File: src/hw/rtl/gbs_pkg.sv
// gbs_pkg: types and constants shared by the greedy box suppression block
// holds payload structs, queue job and store entry layouts, back-end state enum
// no dependencies
package gbs_pkg;

  // fixed field widths
  localparam int COORD_W = 12;
  localparam int AREA_W  = 24;
  localparam int INDEX_W = 12;
  localparam int THR_W   = 9;
  localparam int OVL_W   = COORD_W + 3;
  localparam int UNI_W   = AREA_W + 1;
  localparam int PROD_W  = UNI_W + THR_W;
  localparam int Q_DEPTH = 2;
  localparam logic [THR_W-1:0] THR_RESET = 9'd128;

  // input transaction
  typedef struct packed {
    logic signed [COORD_W-1:0] box_left;
    logic signed [COORD_W-1:0] box_top;
    logic [COORD_W-1:0]        box_width;
    logic [COORD_W-1:0]        box_height;
    logic                      last_box;
  } gbs_in_t;

  // result transaction
  typedef struct packed {
    logic               keep;
    logic [INDEX_W-1:0] box_index;
    logic               store_overflow;
    logic               set_done;
  } gbs_out_t;

  // classified box handed from front to back
  typedef struct packed {
    gbs_in_t            box;
    logic [AREA_W-1:0]  area;
    logic [INDEX_W-1:0] index;
  } gbs_job_t;

  // one kept box in the store
  typedef struct packed {
    logic signed [COORD_W-1:0] left;
    logic signed [COORD_W-1:0] top;
    logic [COORD_W-1:0]        width;
    logic [COORD_W-1:0]        height;
    logic [AREA_W-1:0]         area;
  } gbs_entry_t;

  // queue status toward front and back
  typedef struct packed {
    logic full;
    logic empty;
  } gbs_qstat_t;

  // back-end sequencer
  typedef enum logic [1:0] {
    ST_IDLE,
    ST_SCAN,
    ST_FLUSH,
    ST_DONE
  } gbs_state_t;

endpackage

File: src/hw/rtl/gbs_front.sv
// gbs_front: accepts input transactions, computes box area and set position
// depends on gbs_pkg; pushes jobs into gbs_queue
module gbs_front
  import gbs_pkg::*;
(
  input  logic       clk,
  input  logic       rst_n,
  input  logic       in_valid,
  output logic       in_stall,
  input  gbs_in_t    in_data,
  input  gbs_qstat_t q_stat,
  output logic       push,
  output gbs_job_t   job
);

  logic [INDEX_W-1:0] pos_r;
  logic [INDEX_W-1:0] pos_nxt;

  // accept whenever the queue has room
  assign in_stall = q_stat.full;
  assign push     = in_valid && !q_stat.full;

  // classify: area and position within the set
  always_comb begin
    job.box   = in_data;
    job.area  = AREA_W'(in_data.box_width) * AREA_W'(in_data.box_height);
    job.index = pos_r;
  end

  // set position wraps naturally, clears after the last box
  always_comb begin
    pos_nxt = pos_r;
    if (push) begin
      pos_nxt = in_data.last_box ? '0 : pos_r + 1'b1;
    end
  end

  always_ff @(posedge clk) begin
    if (!rst_n) begin
      pos_r <= '0;
    end else begin
      pos_r <= pos_nxt;
    end
  end

endmodule

File: config.mk
export PLATFORM = sky130hd
export DESIGN_NAME = gbs_front
export DESIGN_NICKNAME = d
export VERILOG_FILES = /design/src/hw/rtl/gbs_pkg.sv /design/src/hw/rtl/gbs_front.sv
export SDC_FILE = /design/constraint.sdc
export NUM_CORES = 1
export LEC_CHECK = 0
export ABC_CLOCK_PERIOD_IN_PS = 12650
export BUFFER_PORTS_ARGS = -buffer_cell sky130_fd_sc_hd__buf_2
export CORE_MARGIN = 2
export CORE_UTILIZATION = 35
export CTS_BUF_LIST = sky130_fd_sc_hd__clkbuf_16
export CTS_CLUSTER_DIAMETER = 150
export CTS_CLUSTER_SIZE = 24
export DETAILED_ROUTE_END_ITERATION = 8
export PLACE_DENSITY_LB_ADDON = 0.08
export SLEW_MARGIN = 20
export SYNTH_ARGS = -nofsm -noshare
export SYNTH_HDL_FRONTEND = slang
export SYNTH_SLANG_ARGS = --single-unit
File: constraint.sdc
create_clock -name clk -period 12.65 [get_ports clk]
set_clock_uncertainty 0.2 [all_clocks]
set_input_delay 1.265 -clock clk [delete_from_list [all_inputs] [get_ports clk]]
set_output_delay 1.265 -clock clk [all_outputs]
set_load 0.1 [all_outputs]
==> impl_metrics.env <==
export IMPL_status="complete, no violations"
export IMPL_dp_hpwl_um=11610
export IMPL_yosysWarnings=0
export IMPL_slew_headroom_pct=62.31
export IMPL_drive_gt1_share_pct=13.85
export IMPL_syn_to_final_growth_pct=4.886
export IMPL_hold_viol=0
export IMPL_min_delay_start="pos_r[9]$_SDFFE_PN0P_"
export IMPL_slew_viol_final=0
export IMPL_syn_area_mm2=0.005889
export IMPL_vias_per_cell=4.741
export IMPL_clk_pin_slew_ns=0.04
export IMPL_yosysUniqueCellTypes=54
export IMPL_numPlacedInstances=946
export IMPL_cts_setup_buffers=0
export IMPL_worstPathArrival_ns=6.71
export IMPL_instances_no_fill=949
export IMPL_whs_endpoint="pos_r[9]$_SDFFE_PN0P_"
export IMPL_avgSynthCellArea_um2=8.203
export IMPL_num_vias=4499
export IMPL_cts_buffers=3
export IMPL_die_h_um=133.7
export IMPL_setup_tns_ns=0
export IMPL_syn_nets=935
export IMPL_grt_pass1_wl_um=23860
export IMPL_track_usage_pct=16.17
export IMPL_routedWlPerCell_um=14.53
export IMPL_drt_initial_drc_count=103
export IMPL_h_tree_depth=1
export IMPL_cpMaxStageDelayCell="fa_1"
export IMPL_ys_ff_latch=12
export IMPL_cp_slowest_stage_delay_ns=0.57
export IMPL_largest_register_ff_count=12
export IMPL_diodes=0
export IMPL_path_class="input port to output port"
export IMPL_ff2ff_path_depth=5
export IMPL_nNetsFinal=948
export IMPL_hold_path_class="flop to flop"
export IMPL_register_area_um2=240.2
export IMPL_fmax_mhz=122.3
export IMPL_die_x_um=133.7
export IMPL_hold_buffers=0
export IMPL_drc=0
export IMPL_maxCapViolations=0
export IMPL_clk_latency_ns=0.24
export IMPL_largest_register="pos_r"
export IMPL_cts_resized_gates=0
export IMPL_multiInputGateArea_mm2=0.004617
export IMPL_num_rows=47
export IMPL_worstMarginPinSlew_ns=0.5654
export IMPL_setup_viol_count_final=0
export IMPL_cp_data_required_time_ns=11.18
export IMPL_core_area_mm2=0.01652
export IMPL_cp_max_fo=13
export IMPL_cp_start_kind="input port"
export IMPL_end_kind="output port"
export IMPL_cts_sink_count=12
export IMPL_grt_overflow=0
export IMPL_rsz0062_at_grt="false"
export IMPL_place_congestion=0.7925
export IMPL_grt_pass1_vias=4705
export IMPL_firstDrtPassIters=4
export IMPL_fin_crit_ns=8.174
export IMPL_reg2reg_from="pos_r[3]$_SDFFE_PN0P_"
export IMPL_period_share_pct=64.62
export IMPL_final_antenna_net_count=0
export IMPL_critPathMostFrequentCell="fa_1"
export IMPL_start_util_pct=35.64
export IMPL_antenna_found_initial=0
export IMPL_grt_max_degree=14
export IMPL_holdPathStages=2
export IMPL_path_cells="buf_2 -> and2_1 -> fa_1 -> inv_1 -> fa_1 -> inv_1 -> fa_1 -> fa_1 -> inv_1 -> fa_1 -> inv_1 -> ha_1 -> a21oi_4 -> nand2_2 -> o211a_1 -> or3_1 -> o311ai_1 -> buf_2"
export IMPL_synth_edf_count=0
export IMPL_cts_buffer_depth=2
export IMPL_num_io_pins=141
export IMPL_async_flop_share_pct=0
export IMPL_wl_um=13790
export IMPL_regToRegEndpoint="pos_r[11]$_SDFFE_PN0P_"
export IMPL_cts_tree="yes"
export IMPL_nFillCells=1763
export IMPL_cts_root_buf="clkbuf_16"
export IMPL_syn_inst=718
export IMPL_synth_seq_area_share_pct=4.079
export IMPL_ys_flop_type="dfxtp_1"
export IMPL_reg_largest_list="pos_r (12)"
export IMPL_dieArea_mm2=0.01788
export IMPL_reg2reg_slack_ns=11.04
export IMPL_portBuffers=91
-- cells in the mapped netlist, types with 3 or more instances --
cell type / n / area, um2
or3_1: 3 / 18.77
a21oi_1: 25 / 125.1
nand4_1: 5 / 31.28
nand3_1: 6 / 30.03
inv_1: 137 / 514.2
buf_2: 3 / 15.01
o21a_1: 3 / 22.52
nor2b_1: 5 / 31.28
o21ai_0: 12 / 60.06
and2_1: 56 / 350.3
nor2_1: 20 / 75.07
and3_1: 4 / 25.02
a211oi_1: 3 / 22.52
nand2_1: 107 / 401.6
nor3_1: 6 / 30.03
buf_4: 50 / 375.4
fa_1: 100 / 2002
ha_1: 63 / 788.3
dfxtp_1: 12 / 240.2
clkbuf_1: 28 / 105.1
o211a_1: 4 / 40.04
o211ai_1: 7 / 52.55
xor2_1: 10 / 87.58
nand2b_1: 3 / 18.77
xnor2_1: 14 / 122.6
-- per-layer routing --
layer / GRT usage, % / vias to the layer above / share of wire, %
met5: 0 / - / 0
met4: 2.009 / 0 / 0.52
met3: 0.9513 / 11 / 3.9
met2: 27.12 / 114 / 48
met1: 23.64 / 2190 / 47
li1: - / 2184 / -
-- cell type report --
type / count / share of cell area [%]
Clock buffer: 3 / 1.215
Timing Repair Buffer: 91 / 7.373
Sequential cell: 12 / 3.889
Multi-Input combinational cell: 486 / 74.74
Inverter: 137 / 8.325
Tap cell: 220 / 4.456
-- through the flow --
step                      hold WS, ns  util (%)  area [um2]  worst slack, ns
final                          0.3135     37.38        6177            4.476
after global routing           0.3569     37.38        6177            4.243
after floorplan                0.7519         -        5889            3.327
after detailed placement       0.3075     36.93        6102            4.473
after CTS                      0.3143     37.38        6177            4.442
after global placement         0.2940     36.93        6102            4.459
-- worst max-delay path: cells and delay by family --
family	cells	cell delay [ns]
fa+ha+maj	6	3.07
compound gates	3	0.80
buf+inv	6	0.91
simple gates	3	0.67
-- worst max path at each step --
stage,startpoint,to,slack (ns)
3_5_place_dp,in_data[10],job[28],4.47
6_report,in_data[9],job[28],4.48
2_1_floorplan,in_data[4],job[31],3.33
4_1_cts,in_data[10],job[28],4.44
5_1_grt,in_data[10],job[28],4.24
3_3_place_gp,in_data[10],job[28],4.46
-- cell usage in the layout, fill, tap and decap left out, types with 2 or more instances in the layout --
cell type    n
inv_1      137
nand2_1    107
fa_1       100
buf_2       91
ha_1        63
and2_1      56
a21oi_1     25
nor2_1      20
xnor2_1     14
o21ai_0     12
dfxtp_1     12
xor2_1      10
o211ai_1     7
nor3_1       6
nand3_1      6
nor2b_1      5
nand4_1      5
and3_1       4
o211a_1      4
o21a_1       3
a211oi_1     3
nand2b_1     3
or3_1        3
clkbuf_16    3
a21o_1       2
and4_1       2
-- cells by family (layout without fill, tap and decap cells) --
logic type      after synthesis  in the layout  share of synthesized area (%)
compound gates               73             73                          8.668
xor+xnor                     24             24                          3.569
fa+ha+maj                   163            163                          47.38
buf+inv                     220            231                          17.53
flops                        12             12                          4.079
mux                           2              2                         0.3612
simple gates                224            224                          18.42
Power is not shown: default switching activity piles up to over one toggle a cycle in this logic, so the estimate is an artifact.
