### config.mk
export PLATFORM = sky130hd
export DESIGN_NAME = gbs_queue
export DESIGN_NICKNAME = d
export VERILOG_FILES = /design/src/hw/rtl/gbs_pkg.sv /design/src/hw/rtl/gbs_queue.sv
export SDC_FILE = /design/constraint.sdc
export NUM_CORES = 1
export LEC_CHECK = 0
export ABC_AREA = 1
export BUFFER_PORTS_ARGS = -buffer_cell sky130_fd_sc_hd__buf_2
export CAP_MARGIN = 20
export CORE_ASPECT_RATIO = 0.9
export CORE_MARGIN = 2
export CORE_UTILIZATION = 50
export DETAILED_ROUTE_END_ITERATION = 16
export GPL_TIMING_DRIVEN = 0
export PLACE_DENSITY = 0.81
export SKIP_CTS_REPAIR_TIMING = 1
export SLEW_MARGIN = 40
export SYNTH_ARGS = -nofsm -noshare
export SYNTH_HDL_FRONTEND = slang
export SYNTH_SLANG_ARGS = --single-unit
export TNS_END_PERCENT = 50
### constraint.sdc
create_clock -name clk -period 5.25 [get_ports clk]
set_input_delay 0.2625 -clock clk [delete_from_list [all_inputs] [get_ports clk]]
set_output_delay 0.2625 -clock clk [all_outputs]
set_load 0.03 [all_outputs]
### src/hw/rtl/gbs_pkg.sv
// gbs_pkg: types and constants shared by the greedy box suppression block
// holds payload structs, queue job and store entry layouts, back-end state enum
// no dependencies
package gbs_pkg;

  // fixed field widths
  localparam int COORD_W = 12;
  localparam int AREA_W  = 24;
  localparam int INDEX_W = 12;
  localparam int THR_W   = 9;
  localparam int OVL_W   = COORD_W + 3;
  localparam int UNI_W   = AREA_W + 1;
  localparam int PROD_W  = UNI_W + THR_W;
  localparam int Q_DEPTH = 2;
  localparam logic [THR_W-1:0] THR_RESET = 9'd128;

  // input transaction
  typedef struct packed {
    logic signed [COORD_W-1:0] box_left;
    logic signed [COORD_W-1:0] box_top;
    logic [COORD_W-1:0]        box_width;
    logic [COORD_W-1:0]        box_height;
    logic                      last_box;
  } gbs_in_t;

  // result transaction
  typedef struct packed {
    logic               keep;
    logic [INDEX_W-1:0] box_index;
    logic               store_overflow;
    logic               set_done;
  } gbs_out_t;

  // classified box handed from front to back
  typedef struct packed {
    gbs_in_t            box;
    logic [AREA_W-1:0]  area;
    logic [INDEX_W-1:0] index;
  } gbs_job_t;

  // one kept box in the store
  typedef struct packed {
    logic signed [COORD_W-1:0] left;
    logic signed [COORD_W-1:0] top;
    logic [COORD_W-1:0]        width;
    logic [COORD_W-1:0]        height;
    logic [AREA_W-1:0]         area;
  } gbs_entry_t;

  // queue status toward front and back
  typedef struct packed {
    logic full;
    logic empty;
  } gbs_qstat_t;

  // back-end sequencer
  typedef enum logic [1:0] {
    ST_IDLE,
    ST_SCAN,
    ST_FLUSH,
    ST_DONE
  } gbs_state_t;

endpackage

### src/hw/rtl/gbs_queue.sv
// gbs_queue: short job queue decoupling front and back
// depends on gbs_pkg
module gbs_queue
  import gbs_pkg::*;
(
  input  logic       clk,
  input  logic       rst_n,
  input  logic       push,
  input  gbs_job_t   push_job,
  input  logic       pop,
  output gbs_job_t   head,
  output gbs_qstat_t q_stat
);

  localparam int PTR_W = $clog2(Q_DEPTH);
  localparam int CNT_W = $clog2(Q_DEPTH + 1);

  gbs_job_t         slot_r [Q_DEPTH];
  logic [PTR_W-1:0] wr_ptr_r;
  logic [PTR_W-1:0] rd_ptr_r;
  logic [CNT_W-1:0] fill_r;

  assign q_stat.full  = (fill_r == CNT_W'(Q_DEPTH));
  assign q_stat.empty = (fill_r == '0);
  assign head         = slot_r[rd_ptr_r];

  // pointers and fill count
  always_ff @(posedge clk) begin
    if (!rst_n) begin
      wr_ptr_r <= '0;
      rd_ptr_r <= '0;
      fill_r   <= '0;
    end else begin
      if (push) begin
        wr_ptr_r <= (wr_ptr_r == PTR_W'(Q_DEPTH - 1)) ? '0 : wr_ptr_r + 1'b1;
      end
      if (pop) begin
        rd_ptr_r <= (rd_ptr_r == PTR_W'(Q_DEPTH - 1)) ? '0 : rd_ptr_r + 1'b1;
      end
      fill_r <= fill_r + CNT_W'(push) - CNT_W'(pop);
    end
  end

  // slot storage
  always_ff @(posedge clk) begin
    if (push) begin
      slot_r[wr_ptr_r] <= push_job;
    end
  end

endmodule

==> metrics.txt, run 1 <==
status finished clean; Die W 122.9 um; initial antenna violation count 0; placed cell area 0.007585 mm^2; Post-Syn Instances 297; Leak 3.184 nW; clk_skew 0.003604 ns; yosys warns 0; pins over their slew limit 0; share of layout cells above drive strength 1 50.29%; drt drc 0; internal power 2.704 mW; critical path class reg2out; final setup violation count 0; row cnt 39; buffers plus inverters on the worst setup path 3; nets@finish 587; synth top area cells edfxtp_1 80%, mux2_1 8.8%, mux2_2 6.2%, dfxtp_1 1.6%, buf_6 0.88%; Max VDD drop 0.0002518 V; Critical Path Start Type flip-flop; grt total ovfl 0; detailed-route via count 3,269; combinational group share of total power 11.2%; Wirelength per Cell 16.70 um; Worst-Margin Slew 0.5983 ns; Ports 176; Netlist cell types 13; power per cell area 417.9 mW/mm^2; Filler cells 869; slowest cell delay on critical path 0.37 ns; antenna cell count 0; Die Ht 111.0 um; mapped cell area 0.006366 mm^2; DIE AREA 0.01365 mm^2; number of max-cap violations 0; GR peak layer met2; Clk pwr share 41.5%; Yosys top cell area share 80.19%; CTS sink count 175; Hold Vio Cnt, Final 0; GR Layer Usage met2 28.95%; register area share after synthesis 81.76%; clock transition at the registers of the reported paths 0.06 ns; CTS tree built; DRT Pass-1 Iters 4; DP Worst Slack 3.540 ns; Psw 0.7527 mW; max_slew headroom 60.02%; Critical-path top delay cell dfxtp_1; area growth from synthesis to layout 29.93%; final wirelength 11.24 mm; cell taking the most area after synthesis edfxtp_1; RSZ-0062 raised after global routing no; largest net degree at the start of global routing 50; Finished Core Util 65.96%; mean post-synth cell area 21.43 um^2; Worst EP required 4.99 ns; port bufs 175; switching part of the total 21.77%; finished layout cell area 0.008272 mm^2; Clk Latency, worst-skew pair 0.42 ns; number of CTS-inserted buffers 17; met1 usage 18.75%; number of global-route vias before repair 3,577; Final WS setup 3.219 ns; Fmax 0.4923 GHz; worst-path fanout max 10; #FFs+latches synth 175; worst-path cell chain buf_4 -> buf_6 -> mux2_1 -> buf_2; crit end category output pin; Seq pwr share 47.3%; drt initial violations 148; M3 GR Usage 7.047%; clock root buffer clkbuf_16; routed vias/inst 4.857; post-route ant nets 0; Final HPWL DP 7.620 mm; min Tclk post-route 2.031 ns; Overall Global Routing Usage 16.98%; worst min path class in2reg; Clock Tree Buf Depth 2; H-tree depth 4; first-pass GRT wire length 17.11 mm; Critical Path AT 1.77 ns; syn_nets 388; gpl congestion 0.7373; crit share post-route 38.69%; Core ar. 0.01254 mm^2; CP top delay family buffers and inverters; Initial Utilization 50.76%
Yosys cell counts:
cell      count
ha_1          2
buf_2         3
nand2_1       8
nor2_1        9
a21oi_1       1
mux2_1       50
dfxtp_1       5
buf_6         5
edfxtp_1    170
inv_1         7
buf_4         1
nand3_1       1
mux2_2       35
cell families after synthesis:
family          after synthesis  share of synthesized area [%]
mux                          85                          15.04
flops                       175                          81.76
buf+inv                      16                          1.651
fa+ha+maj                     2                         0.3930
compound gates                1                        0.07854
simple gates                 18                          1.081
registers in the layout (all words and copies together), names as in the netlist, named ones only:
| register | flops |
|---|---|
| fill_r | 2 |
| slot_r | 170 |
| wr_ptr_r | 1 |
| rd_ptr_r | 1 |
power groups by stage:
stage / logic [mW] / registers, mW / clock network, mW
6_report: 0.387 / 1.63 / 1.44
4_1_cts: 0.394 / 1.63 / 1.46
3_3_place_gp: 0.364 / 1.67 / 0
5_1_grt: 0.415 / 1.64 / 1.51
2_1_floorplan: 0.249 / 1.66 / 0
3_5_place_dp: 0.391 / 1.66 / 0
placed cells by master, fill, tap and decap left out:
master      instances
buf_2             178
inv_1               6
nand3_1             1
a21oi_1             1
bufinv_16           7
ha_1                2
buf_16              4
mux2_1             50
inv_6               1
dfxtp_1             5
edfxtp_1          170
clkbuf_1            2
buf_6               5
nor2_4              1
nor2_1              8
buf_4               1
clkbuf_8            1
mux2_2             35
buf_8               1
nand2_1             8
clkinvlp_4          2
clkinv_2            3
clkbuf_16          17
per-layer routing:
layer | share of wire (%) | up-vias
met2 | 51 | 114
met4 | 1.7 | 0
met3 | 7.8 | 19
met1 | 39 | 1581
li1 | - | 1555
met5 | 0 | -
cell type report:
class	instances	area [um^2]	share of cell area [%]
tap	164	205.2	2.481
inverter	7	31.28	0.3782
multi-input combinational	106	1064	12.86
timing repair buffer	180	1001	12.10
buffer	9	78.83	0.9530
clock inverter	12	240.2	2.904
sequential	175	5205	62.93
clock buffer	20	446.7	5.400
per-stage QoR:
step | setup TNS, ns | power (mW) | std cells | hold slack, ns
global placement | -85.56 | 2.034 | 636 | 0.4497
global route | 0 | 3.567 | 673 | 0.006790
floorplan | 0 | 1.913 | 297 | 0.3560
CTS | 0 | 3.488 | 673 | 0.008558
detailed placement | 0 | 2.055 | 641 | 0.4532
finish | 0 | 3.457 | 673 | 0.02999
worst paths after layout:
check,from,slack [ns],cells past startpoint,end
setup / recovery,flip-flop,3.22,4,head[60]
hold / removal,push_job[78],0.03,1,slot_r[1][78]
setup reg to reg,wr_ptr_r,3.65,3,slot_r[0][54]
hold reg to reg,rd_ptr_r,0.51,2,flip-flop
Note: power is estimated with default switching activity, not from simulation.
==> run 2: changes to the inputs <==
--- a/config.mk
+++ b/config.mk
@@ -10,10 +10,10 @@
 export CAP_MARGIN = 20
 export CORE_ASPECT_RATIO = 0.9
 export CORE_MARGIN = 2
-export CORE_UTILIZATION = 50
+export CORE_UTILIZATION = 47
 export DETAILED_ROUTE_END_ITERATION = 16
 export GPL_TIMING_DRIVEN = 0
-export PLACE_DENSITY = 0.81
+export PLACE_DENSITY = 0.8
 export SKIP_CTS_REPAIR_TIMING = 1
 export SLEW_MARGIN = 40
 export SYNTH_ARGS = -nofsm -noshare
==> constraint.sdc (replaced) <==
create_clock -name clk -period 1.8 [get_ports clk]
set_input_delay 0.09 -clock clk [delete_from_list [all_inputs] [get_ports clk]]
set_output_delay 0.09 -clock clk [all_outputs]
set_load 0.03 [all_outputs]
==> metrics.txt, run 2 (synthesized netlist as in run 1, its figures left out) <==
status finished clean; non-filler cells, final 773; Ports 176; RR Endpoint slot_r[1][34]; RSZ-0062 raised after global routing no; Critical Path AT 1.62 ns; routed vias/inst 4.772; buffers plus inverters on the worst setup path 3; Fmax 0.5831 GHz; Filler cells 851; placed cells 649; grt total ovfl 0; commonest non-fill, non-tap cell in the layout buf_2; worst-path fanout max 10; Critical-path top delay cell dfxtp_4; Worst-Margin Slew 0.3857 ns; power per cell area 1054 mW/mm^2; Largest regs slot_r: 170 flops, fill_r: 2 flops; min Tclk post-route 1.715 ns; drt drc 0; Worst EP required 1.71 ns; number of CTS-inserted buffers 17; Max VDD drop 0.0008112 V; clock root buffer clkbuf_16; DP Worst Slack 0.3482 ns; nets@finish 682; worst-path cell chain buf_12 -> buf_6 -> mux2_1 -> buf_2; pins over their slew limit 0; Die Ht 114.4 um; Wirelength per Cell 17.23 um; DIE AREA 0.01449 mm^2; number of global-route vias before repair 3,516; gpl congestion 0.7142; Overall Global Routing Usage 16.05%; number of max-cap violations 0; CP top delay family buffers and inverters; Finished Core Util 69.14%; share of layout cells above drive strength 1 43.21%; Worst Reg-to-Reg Cells 4; final wirelength 13.32 mm; Leak 3.564 nW; row cnt 40; CTS sink count 175; Core ar. 0.01331 mm^2; slowest cell delay on critical path 0.37 ns; initial antenna violation count 1; port bufs 175; max FFs per register 170; first-pass GRT wire length 17.55 mm; Biggest register slot_r; Overall Power 9.705 mW; clk_skew 0.006205 ns; drt initial violations 222; critical path depth in cells 4; final setup violation count 0; post-route ant nets 0; RR Startpoint wr_ptr_r; crit share post-route 95.28%; clock transition at the registers of the reported paths 0.06 ns; H-tree depth 4; Critical Path Start Type flip-flop; max_slew headroom 74.23%; worst min path class in2reg; Hold Slack 0.3977 ns; critical path class reg2out; CTS tree built; Clock Tree Buf Depth 2; area growth from synthesis to layout 44.60%; Clk Latency, worst-skew pair 0.41 ns; Reg2Reg Setup Slack 0.42 ns; largest net degree at the start of global routing 27; Worst Setup EP head[24]; Initial Utilization 47.82%; Final HPWL DP 8.086 mm; detailed-route via count 3,689; Die W 126.7 um; Final WS setup 0.08501 ns; crit end category output pin; DRT Pass-1 Iters 4; Hold Vio Cnt, Final 0; commonest cells after routing, fill and taps aside 177 x buf_2, 170 x edfxtp_1, 88 x dlygate4sd3_1, 50 x mux2_1, 35 x mux2_2
-- run 2: cell count changes in the layout (fill, tap and decap cells not counted), moves of 2 or more --
cell | before | now
buf_12 | 0 | 2
buf_16 | 4 | 7
buf_4 | 1 | 3
buf_6 | 5 | 3
buf_8 | 1 | 3
bufinv_16 | 7 | 3
clkinv_1 | 0 | 4
clkinv_4 | 0 | 2
dfxtp_1 | 5 | 3
dlygate4sd3_1 | 0 | 88
-- run 2: worst register-to-register path: cells and delay by family (launching register included) --
| family | cells | cell delay (ns) |
|---|---|---|
| buf+inv | 3 | 0.68 |
| flops | 1 | 0.34 |
| simple gates | 1 | 0.09 |
-- run 2: per-layer routing --
metal | up-vias | global-route usage [%] | wire, um
li1 | 1756 | - | -
met1 | 1798 | 19.22 | 5182
met2 | 123 | 26.85 | 7236
met3 | 12 | 6.822 | 776
met4 | 0 | 4.689 | 121
met5 | - | 0 | 0
-- run 2: power by group --
part | internal (mW) | leakage (nW) | total (mW) | switching (mW)
registers | 4.71 | 1.64 | 4.77 | 0.0560
logic | 0.566 | 1.64 | 1.35 | 0.783
clock network | 2.17 | 0.282 | 3.59 | 1.42
total | 7.45 | 3.56 | 9.70 | 2.26
-- run 2: area by class of cell --
| class | count | area [um^2] | area share [%] |
|---|---|---|---|
| flip-flops and latches | 175 | 5210 | 56.60 |
| repair buffers | 275 | 2007 | 21.80 |
| multi-input cells | 106 | 1066 | 11.58 |
| well taps | 168 | 210.2 | 2.284 |
| inverters | 7 | 30.03 | 0.3262 |
| clock buffers | 20 | 436.7 | 4.744 |
| diodes | 1 | 2.502 | 0.02718 |
| clock inverters | 12 | 141.4 | 1.536 |
| plain buffers | 9 | 101.3 | 1.101 |
-- run 2: worst min path at each step --
stage / start / endpoint / depth (start not counted)
4_1_cts: push_job[29] / slot_r[0][29] / 1
5_1_grt: push_job[49] / slot_r[0][49] / 2
6_report: push_job[44] / slot_r[0][44] / 2
2_1_floorplan: rst_n / fill_r[0] / 2
3_5_place_dp: push_job[22] / slot_r[1][22] / 1
3_3_place_gp: push_job[3] / slot_r[0][3] / 1
-- run 2: metrics by stage --
step           TNS [ns]  cell area [um^2]
3_3_place_gp    -143.74              7467
3_5_place_dp          0              7695
5_1_grt               0              9205
2_1_floorplan    -36.11              6381
4_1_cts          -4.006              8273
6_report              0              9205
